`src/rtl/core/lobh_pkg.sv`:
```
package lobh_pkg;

    localparam int unsigned IDX_W     = 5;
    localparam int unsigned NUM_POS   = 32;
    localparam int unsigned VAL_W     = 32;
    localparam int unsigned CNT_W     = 32;
    localparam int unsigned ACT_W     = 6;

    localparam logic ACT_ADD  = 1'b0;
    localparam logic ACT_READ = 1'b1;

    localparam logic [1:0] ST_OK      = 2'd0;
    localparam logic [1:0] ST_DROP    = 2'd1;
    localparam logic [1:0] ST_BAD_IDX = 2'd2;

    localparam logic REG_MODE   = 1'b0;
    localparam logic REG_ACTIVE = 1'b1;

    typedef struct packed {
        logic             found;
        logic [1:0]       status;
        logic [IDX_W-1:0] used;
    } lobh_class_t;

    function automatic logic [VAL_W-1:0] upper_bound(input logic [IDX_W-1:0] idx,
                                                     input logic exp_mode);
        logic [VAL_W-1:0] res;
        if (exp_mode)
        begin
            res = VAL_W'(1) << idx;
        end
        else
        begin
            res = VAL_W'(idx) + VAL_W'(1);
        end
        return res;
    endfunction

    function automatic logic [VAL_W-1:0] lower_bound(input logic [IDX_W-1:0] idx,
                                                     input logic exp_mode);
        logic [VAL_W-1:0] res;
        if (idx == '0)
        begin
            res = '0;
        end
        else
        begin
            res = upper_bound(idx - IDX_W'(1), exp_mode) + VAL_W'(1);
        end
        return res;
    endfunction

endpackage

```
`src/rtl/core/lobh_classify.sv`:
```
module lobh_classify
    import lobh_pkg::*;
(
    input  logic             action,
    input  logic [VAL_W-1:0] sample_value,
    input  logic [IDX_W-1:0] read_index,
    input  logic             exp_mode,
    input  logic [ACT_W-1:0] n_active,
    output lobh_class_t      cls
);

    logic [NUM_POS-1:0] le;
    logic [NUM_POS-1:0] active_mask;
    logic [NUM_POS-1:0] below;
    logic [ACT_W-1:0]   below_cnt;
    logic               add_found;

    // Bounds rise with the index, so the first fitting bucket is the count of
    // active bounds that lie below the value.
    always_comb
    begin
        for (int i = 0; i < NUM_POS; i++)
        begin
            le[i]          = sample_value <= upper_bound(IDX_W'(i), exp_mode);
            active_mask[i] = ACT_W'(i) < n_active;
        end
        below     = ~le & active_mask;
        below_cnt = ACT_W'($countones(below));
        add_found = |(le & active_mask);
    end

    always_comb
    begin
        cls = '0;
        if (action == ACT_ADD)
        begin
            if (add_found)
            begin
                cls.found  = 1'b1;
                cls.status = ST_OK;
                cls.used   = below_cnt[IDX_W-1:0];
            end
            else
            begin
                cls.status = ST_DROP;
            end
        end
        else
        begin
            if (ACT_W'(read_index) < n_active)
            begin
                cls.found  = 1'b1;
                cls.status = ST_OK;
                cls.used   = read_index;
            end
            else
            begin
                cls.status = ST_BAD_IDX;
            end
        end
    end

endmodule

```
`src/rtl/core/linear_or_log_bucket_histogram.sv`:
```
// Channel   Direction  Payload
// s_axis    in         tuser: action; tdata: sample_value, add_amount, read_index
// m_axis    out        tuser: status; tdata: bucket_used, count, low, high
// apb       in/out     reg 0 exponential_mode (addr 0), reg 1 active_buckets (addr 4)
//
// One item per cycle while the result is not stalled: an accepted request waits
// in the input register, where the bucket encode and counter read-add-write
// finish, then moves to the result register, which drives m_tvalid.
// rst_n clears the counters and both valid flags at once; the data registers are not reset.
// A stalled result holds the input register; s_tready stays high while either
// stage can move.
module linear_or_log_bucket_histogram
    import lobh_pkg::*;
#(
    parameter int unsigned MAX_BUCKETS = 32
)
(
    input  logic         clk,
    input  logic         rst_n,

    input  logic         s_tvalid,
    output logic         s_tready,
    // [31:0] sample_value, [63:32] add_amount, [68:64] read_index, [71:69] zero
    input  logic [71:0]  s_tdata,
    // [0] action
    input  logic         s_tuser,

    output logic         m_tvalid,
    input  logic         m_tready,
    // [4:0] bucket_used, [36:5] bucket_count_out, [68:37] bucket_low,
    // [100:69] bucket_high, [103:101] zero
    output logic [103:0] m_tdata,
    // [1:0] status
    output logic [1:0]   m_tuser,

    input  logic         psel,
    input  logic         penable,
    input  logic         pwrite,
    input  logic [2:0]   paddr,
    input  logic [31:0]  pwdata,
    output logic [31:0]  prdata,
    output logic         pready
);

    localparam int unsigned CIDX_W = (MAX_BUCKETS > 1) ? $clog2(MAX_BUCKETS) : 1;

    logic             exp_mode_reg;
    logic [ACT_W-1:0] active_reg;

    logic             in_valid_reg;
    logic             in_action_reg;
    logic [VAL_W-1:0] in_value_reg;
    logic [CNT_W-1:0] in_amount_reg;
    logic [IDX_W-1:0] in_ridx_reg;

    logic             out_valid_reg;
    logic [1:0]       out_status_reg;
    logic [IDX_W-1:0] out_used_reg;
    logic [CNT_W-1:0] out_count_reg;
    logic [VAL_W-1:0] out_low_reg;
    logic [VAL_W-1:0] out_high_reg;

    logic [CNT_W-1:0] counters_reg [MAX_BUCKETS];

    logic             cfg_wr;
    logic             advance;
    logic             in_fire;
    logic             fire;
    logic [ACT_W-1:0] n_active;
    lobh_class_t      cls;
    logic [CNT_W-1:0] cur_count;
    logic [CNT_W-1:0] sum_count;
    logic             cnt_we;

    logic [1:0]       out_status_next;
    logic [IDX_W-1:0] out_used_next;
    logic [CNT_W-1:0] out_count_next;
    logic [VAL_W-1:0] out_low_next;
    logic [VAL_W-1:0] out_high_next;

    // configuration port
    assign pready = 1'b1;
    assign cfg_wr = psel && penable && pwrite && pready;

    always_comb
    begin
        case (paddr[2])
            REG_MODE:   prdata = {31'd0, exp_mode_reg};
            REG_ACTIVE: prdata = {{(32 - ACT_W){1'b0}}, active_reg};
            default:    prdata = '0;
        endcase
    end

    always_ff @(posedge clk or negedge rst_n)
    begin
        if (!rst_n)
        begin
            exp_mode_reg <= 1'b0;
            active_reg   <= ACT_W'(32);
        end
        else if (cfg_wr)
        begin
            case (paddr[2])
                REG_MODE:   exp_mode_reg <= pwdata[0];
                REG_ACTIVE: active_reg   <= pwdata[ACT_W-1:0];
                default:    ;
            endcase
        end
    end

    // clamp the active count to one..MAX_BUCKETS
    always_comb
    begin
        if (active_reg == '0)
        begin
            n_active = ACT_W'(1);
        end
        else if (active_reg > ACT_W'(MAX_BUCKETS))
        begin
            n_active = ACT_W'(MAX_BUCKETS);
        end
        else
        begin
            n_active = active_reg;
        end
    end

    // handshake
    assign advance  = !out_valid_reg || m_tready;
    assign s_tready = !in_valid_reg || advance;
    assign in_fire  = s_tvalid && s_tready;
    assign fire     = in_valid_reg && advance;

    always_ff @(posedge clk or negedge rst_n)
    begin
        if (!rst_n)
        begin
            in_valid_reg <= 1'b0;
        end
        else if (s_tready)
        begin
            in_valid_reg <= s_tvalid;
        end
    end

    always_ff @(posedge clk)
    begin
        if (in_fire)
        begin
            in_action_reg <= s_tuser;
            in_value_reg  <= s_tdata[31:0];
            in_amount_reg <= s_tdata[63:32];
            in_ridx_reg   <= s_tdata[68:64];
        end
    end

    lobh_classify u_classify (
        .action       (in_action_reg),
        .sample_value (in_value_reg),
        .read_index   (in_ridx_reg),
        .exp_mode     (exp_mode_reg),
        .n_active     (n_active),
        .cls          (cls)
    );

    // read-add-write of the chosen counter
    assign cur_count = counters_reg[cls.used[CIDX_W-1:0]];
    assign sum_count = cur_count + in_amount_reg;
    assign cnt_we    = fire && cls.found && (in_action_reg == ACT_ADD);

    always_ff @(posedge clk or negedge rst_n)
    begin
        if (!rst_n)
        begin
            for (int i = 0; i < MAX_BUCKETS; i++)
            begin
                counters_reg[i] <= '0;
            end
        end
        else if (cnt_we)
        begin
            counters_reg[cls.used[CIDX_W-1:0]] <= sum_count;
        end
    end

    always_comb
    begin
        out_status_next = cls.status;
        out_used_next   = '0;
        out_count_next  = '0;
        out_low_next    = '0;
        out_high_next   = '0;
        if (cls.found)
        begin
            out_used_next  = cls.used;
            out_count_next = (in_action_reg == ACT_ADD) ? sum_count : cur_count;
            out_low_next   = lower_bound(cls.used, exp_mode_reg);
            out_high_next  = upper_bound(cls.used, exp_mode_reg);
        end
    end

    always_ff @(posedge clk or negedge rst_n)
    begin
        if (!rst_n)
        begin
            out_valid_reg <= 1'b0;
        end
        else if (advance)
        begin
            out_valid_reg <= in_valid_reg;
        end
    end

    always_ff @(posedge clk)
    begin
        if (fire)
        begin
            out_status_reg <= out_status_next;
            out_used_reg   <= out_used_next;
            out_count_reg  <= out_count_next;
            out_low_reg    <= out_low_next;
            out_high_reg   <= out_high_next;
        end
    end

    assign m_tvalid = out_valid_reg;
    assign m_tuser  = out_status_reg;
    assign m_tdata  = {3'd0, out_high_reg, out_low_reg, out_count_reg, out_used_reg};

`ifndef SYNTHESIS
    a_fail_zero: assert property (@(posedge clk) disable iff (!rst_n)
        (m_tvalid && m_tuser != ST_OK) |-> (m_tdata == '0))
        else $error("failed request carries nonzero payload");

    a_bounds_order: assert property (@(posedge clk) disable iff (!rst_n)
        (m_tvalid && m_tuser == ST_OK) |-> (m_tdata[68:37] <= m_tdata[100:69]))
        else $error("bucket low bound above high bound");

    a_stall_hold: assert property (@(posedge clk) disable iff (!rst_n)
        (in_valid_reg && m_tvalid && !m_tready) |=>
            (in_valid_reg && $stable(in_value_reg) && $stable(in_action_reg)))
        else $error("input stage changed under a stalled result");

    a_write_only_add: assert property (@(posedge clk) disable iff (!rst_n)
        cnt_we |-> (cls.status == ST_OK && in_valid_reg))
        else $error("counter written without a valid add");
`endif

endmodule

```
`config.mk`:
```
export PLATFORM = sky130hd
export DESIGN_NAME = linear_or_log_bucket_histogram
export DESIGN_NICKNAME = d
export VERILOG_FILES = /design/src/rtl/core/lobh_pkg.sv /design/src/rtl/core/lobh_classify.sv /design/src/rtl/core/linear_or_log_bucket_histogram.sv
export SDC_FILE = /design/constraint.sdc
export NUM_CORES = 2
export LEC_CHECK = 0
export BUFFER_PORTS_ARGS = -buffer_cell sky130_fd_sc_hd__buf_2
export CAP_MARGIN = 20
export CELL_PAD_IN_SITES_DETAIL_PLACEMENT = 1
export CELL_PAD_IN_SITES_GLOBAL_PLACEMENT = 2
export CORE_ASPECT_RATIO = 1.1
export CORE_MARGIN = 2
export CORE_UTILIZATION = 38
export CTS_CLUSTER_SIZE = 14
export DETAILED_ROUTE_END_ITERATION = 10
export GPL_TIMING_DRIVEN = 0
export PLACE_DENSITY = 0.87
export SLEW_MARGIN = 10
export SYNTH_ARGS = -nofsm -noshare
export SYNTH_HDL_FRONTEND = slang
export SYNTH_HIERARCHICAL = 1
export SYNTH_SLANG_ARGS = --single-unit
```
`constraint.sdc`:
```
create_clock -name clk -period 11.9 [get_ports clk]
set_input_delay 1.19 -clock clk [delete_from_list [all_inputs] [get_ports clk]]
set_output_delay 1.19 -clock clk [all_outputs]
set_load 0.03 [all_outputs]
```
---- Yosys cells after proc, flatten, opt, wreduce, memory -nomap -nowiden ----
Cells that the tools add are included.
storage, ports and cells
  word-level logic and storage cells ...... 226
  bits of input ports ..................... 115
  output and inout port bits .............. 141
  flip-flop bits (word level) ............. 1206
operators by class
  $lt $le $gt $ge ......................... 68
  multiplexer cells ....................... 51
  bitwise operators ....................... 7
  $add $sub $neg .......................... 36
  shift operators ......................... 2
  reduce and logical (&&, ||, !) cells .... 17
operator list
  cell                                                                     number
  1024-bit bitwise mux                                                     1
  32-bit 2-to-1 mux                                                        9
  32-bit binary-select mux with 5-bit select                               1
  32-bit demux with 5-bit select                                           1
  5-bit by 6-bit < comparator with 1-bit output (first input constant)     16
  5-bit adder                                                              15
  32-bit AND                                                               2
  32-bit one-hot mux with 2 select lines                                   1
  1-bit by 5-bit left shift with 32-bit output (first input constant)      2
  4-bit by 6-bit < comparator with 1-bit output (first input constant)     8
  1-bit by 1-bit adder with 2-bit output                                   16
  32-bit by 1-bit adder with 32-bit output (second input constant)         1
  32-bit adder                                                             1
  32-bit by 1-bit <= comparator with 1-bit output (second input constant)  1
  32-bit by 10-bit <= comparator with 1-bit output                         1
  32-bit by 11-bit <= comparator with 1-bit output                         1
  32-bit by 12-bit <= comparator with 1-bit output                         1
  32-bit by 13-bit <= comparator with 1-bit output                         1
  32-bit by 14-bit <= comparator with 1-bit output                         1
  32-bit by 15-bit <= comparator with 1-bit output                         1
  32-bit by 16-bit <= comparator with 1-bit output                         1
  32-bit by 17-bit <= comparator with 1-bit output                         1
  32-bit by 18-bit <= comparator with 1-bit output                         1
  32-bit by 19-bit <= comparator with 1-bit output                         1
  other kinds (72)                                                         96

---- Longest topological paths before layout ----
  depth after elaboration ................. 18
  depth in mapped cells ................... 44
  mapped depth without buffers ............ 40

---- Cells and area by module ----
The synthesis kept the hierarchy.
modules (own cells, without submodules)
  module                          times used  seq. area each (µm²)  cells an instance  area an instance (µm²)
  linear_or_log_bucket_histogram  1           31046.0               4710               53177.3
  lobh_classify                   1           0.0                   595                4141.5

---- Worst setup path before layout ----
No wires, ideal clock.
  path type ............................... flip-flop to flip-flop
  start ................................... register exp_mode_reg
  end ..................................... register counters_reg[410] in the netlist's numbering
  buffers on the path ..................... 6
  arrival time ............................ 11.261 ns
  clock period less this slack ............ 11.393 ns
  required time ........................... 11.768 ns
  setup time .............................. 0.132 ns
  cell stages (with the launch flop) ...... 40
  slack ................................... 0.507 ns
  cell sequence ........................... dfrtp_1 > inv_1 > ha_1 > clkbuf_1 > nor4bb_1 > nand4_1 > or4_1 > o31ai_1 > a21oi_1 > fa_1 > inv_1 > fa_1 > fa_1 > fa_1 > fa_1 > fa_1 > inv_1 > ha_1 > [4 not listed] > clkbuf_1 > clkbuf_1 > mux4_2 > nand2_1 > a21oi_1 > nor3_1 > o21ai_1 > ha_1 > fa_1 > a211oi_1 > o21ai_1 > a311oi_1 > a2111oi_2 > a211o_1 > a21oi_1 > xor2_1 > clkbuf_1 > o21ai_1
RTL lines
  element                         RTL line                               RTL
  start: declaration              linear_or_log_bucket_histogram.sv:47   logic exp_mode_reg;
  start signal: assignment        linear_or_log_bucket_histogram.sv:104  REG_MODE: exp_mode_reg <= pwdata[0];
  end signal: indexed assignment  linear_or_log_bucket_histogram.sv:182  counters_reg[cls.used[CIDX_W-1:0]] <= sum_count;
  end: declaration                linear_or_log_bucket_histogram.sv:63   logic [CNT_W-1:0] counters_reg [MAX_BUCKETS];

==> impl_metrics.env <==
export IMPL_yosysUniqueCellTypes=93
export IMPL_final_nets=5962
export IMPL_grt_max_degree=151
export IMPL_fmax_ghz=0.08510
export IMPL_grt_pass1_wl_um=345600
export IMPL_min_period_ns=11.75
export IMPL_final_common_cell="nand2_1"
export IMPL_hold_violations=0
export IMPL_die_area_um2=154000
export IMPL_fin_worst_skew_ns=0.04538
export IMPL_synth_ff_type="dfrtp_1"
export IMPL_numCtsBuffers=134
export IMPL_rows=149
export IMPL_async_reset_ff_frac=0.8566
export IMPL_slew_headroom=0.1276
export IMPL_yosysSeqAreaShare=0.5416
export IMPL_wl_per_cell_um=30.66
export IMPL_netlist_area_leader_share=0.4505
export IMPL_synthAdderAreaFrac=0.02969
export IMPL_num_vias=47150
export IMPL_drc=0
export IMPL_wl_um=239300
export IMPL_antenna_found_initial=7
export IMPL_die_y_um=411.3
export IMPL_ant_nets=0
export IMPL_synthMuxAreaShare=0.1234
export IMPL_endpoint_kind="register"
export IMPL_synth_xor_area_frac=0.006374
export IMPL_critPathSlowestCell="fa_1"
export IMPL_final_cell_mix="nand2_1, dfrtp_1, o21ai_0"
export IMPL_die_w_um=374.3
export IMPL_cts_sinks=1206
export IMPL_fill_cells=16290
export IMPL_status="finished, final reports clean"
export IMPL_crit_buf_inv=11
export IMPL_clkTransAtPathRegs_ns=0.06
export IMPL_hold_path_class="in2async"
export IMPL_crit_path_start_kind="register"
export IMPL_synth_area_leaders="dfrtp_1, mux4_2, edfxtp_1"
export IMPL_initial_core_util=0.3824
export IMPL_drive_gt1_frac=0.2027
export IMPL_arrival_ns=12.30
export IMPL_grtUsageTotal=0.3088
export IMPL_holdBufCountCts=0
export IMPL_post_route_period_util=0.9875
export IMPL_tritoncts="yes"
export IMPL_max_stage_delay_ns=0.56
export IMPL_cp_max_fo=37
export IMPL_worstMarginPinSlew_ns=1.309
export IMPL_yosysWarnings=6
export IMPL_drtIter0Drc=4545
export IMPL_avgSynthCellArea_um2=10.80
export IMPL_fin_setup_tns_ns=0
export IMPL_synth_compound_gate_area_share=0.1373
export IMPL_grt_overflow_total=0
export IMPL_clk_path_buf_depth=3
export IMPL_synth_edff_count=173
export IMPL_htreeDepth=4
export IMPL_drv_cap=0
export IMPL_synth_top_family_by_area="compound AO/OA/AOI/OAI gates"
export IMPL_stdcell_count=7805
export IMPL_cp_data_required_time_ns=12.44
export IMPL_setup_viol=0
export IMPL_drt_pass1_iter_count=5
export IMPL_slew_viol_final=0
export IMPL_critPathTopFamily="adder cells"
export IMPL_whs_ns=0.3175
export IMPL_largest_register_ffs=1024
export IMPL_place_congestion=0.9491
export IMPL_core_region_area_um2=149900
export IMPL_pin_count=256
export IMPL_synth_seq_cells=1206
export IMPL_worstSetupPathType="reg2reg"
export IMPL_synth_simple_area_share=0.1228
export IMPL_syn_inst=5305
export IMPL_synth_largest_area_cell="dfrtp_1"
export IMPL_grt_pass1_vias=49120
export IMPL_port_buffers=194
export IMPL_hpwlAfterDp_um=170800
export IMPL_dp_cells=7505
export IMPL_fin_util=0.4563
export IMPL_via_per_inst=6.041
export IMPL_clk_latency_ns=0.82
export IMPL_crit_top_cell="fa_1"
export IMPL_synth_area_um2=57320
export IMPL_root_buffer="clkbuf_16"
export IMPL_area_growth_syn_to_layout_pct=19.33
metrics by stage:
step                setup WS [ns]  area [um2]
floorplan                  0.5072       57420
global placement           -13.25       60850
detailed placement         -5.040       61230
CTS                      0.004054       67830
global route             -0.03226       68380
finish                     0.1493       68400
routing by layer:
| metal | up-vias | share of wire | GRT usage |
|---|---|---|---|
| li1 | 19680 | - | - |
| met3 | 589 | 0.088 | 0.07894 |
| met5 | - | 0.00093 | 0 |
| met2 | 2108 | 0.45 | 0.4730 |
| met1 | 24770 | 0.40 | 0.3948 |
| met4 | 8 | 0.068 | 0.1867 |
synth_stat cells (6+ instances only):
library cell and number:
nand2_1 1165, dfrtp_1 1032, o21ai_0 776, clkbuf_1 368
mux4_2 265, o21ai_1 228, edfxtp_1 173, nor2_1 156
a21oi_1 98, ha_1 96, mux2_2 76, inv_1 62
a22oi_1 57, and2_1 55, buf_2 42, nand3_1 42
nor3_1 38, nor4_1 34, buf_4 32, nand4_1 30
o21ai_2 30, fa_1 25, mux2i_1 25, a21o_1 24
and3_1 22, nor2b_1 22, o2111ai_1 22, xnor2_1 22
a31oi_1 20, nand2b_1 17, xor2_1 17, buf_1 16
or3_1 15, o21bai_1 14, or4_1 12, a211oi_1 9
o31ai_1 9, a32oi_1 8, or2_2 8, buf_6 7
o211ai_1 7, o22ai_1 7, a211o_1 6, nor3b_1 6
cells by family after synthesis:
| logic type | Yosys count |
|---|---|
| AND/OR/NAND/NOR | 1650 |
| buffers and inverters | 529 |
| adder cells (fa/ha/maj) | 121 |
| flip-flops | 1206 |
| XOR/XNOR | 40 |
| other | 2 |
| multiplexers | 366 |
| AO/OA/AOI/OAI | 1391 |
worst paths after layout:
| path | startpoint | endpoint | slack (ns) | cells after the start |
|---|---|---|---|---|
| max | exp_mode_reg$_DFFE_PN0P_ | out_count_reg[11]$_SDFFCE_PN0P_ | 0.15 | 42 |
| min | rst_n | counters_reg[351]$_DFFE_PN0P_ | 0.32 | 1 |
| max reg2reg | exp_mode_reg$_DFFE_PN0P_ | out_count_reg[11]$_SDFFCE_PN0P_ | 0.15 | 42 |
| min reg2reg | counters_reg[34]$_DFFE_PN0P_ | counters_reg[34]$_DFFE_PN0P_ | 0.47 | 2 |
| max in group asynchronous | rst_n | counters_reg[727]$_DFFE_PN0P_ | 9.67 | 3 |
| min in group clk | counters_reg[34]$_DFFE_PN0P_ | counters_reg[34]$_DFFE_PN0P_ | 0.47 | 2 |
area by class of cell:
type / count / area [um2] / area share
sequential: 1206 / 31050 / 0.4540
clock buffer: 198 / 3970 / 0.05805
tap: 1963 / 2456 / 0.03591
clock inverter: 49 / 590.6 / 0.008635
buffer: 458 / 2844 / 0.04158
antenna: 5 / 12.51 / 0.0001829
multi-input combinational: 3598 / 25390 / 0.3712
timing repair buffer: 264 / 1822 / 0.02664
inverter: 64 / 261.5 / 0.003823
repair_timing:
item | in CTS | in global routing
pin swaps | 21 | 20
endpoints found under the setup margin | 1088 | 799
buffers inserted | 35 | 20
gates resized for setup | 419 | 104
Power is left out: the tool's default activity adds up to more than one toggle a clock period on the data nets, which glitch-free logic cannot reach.
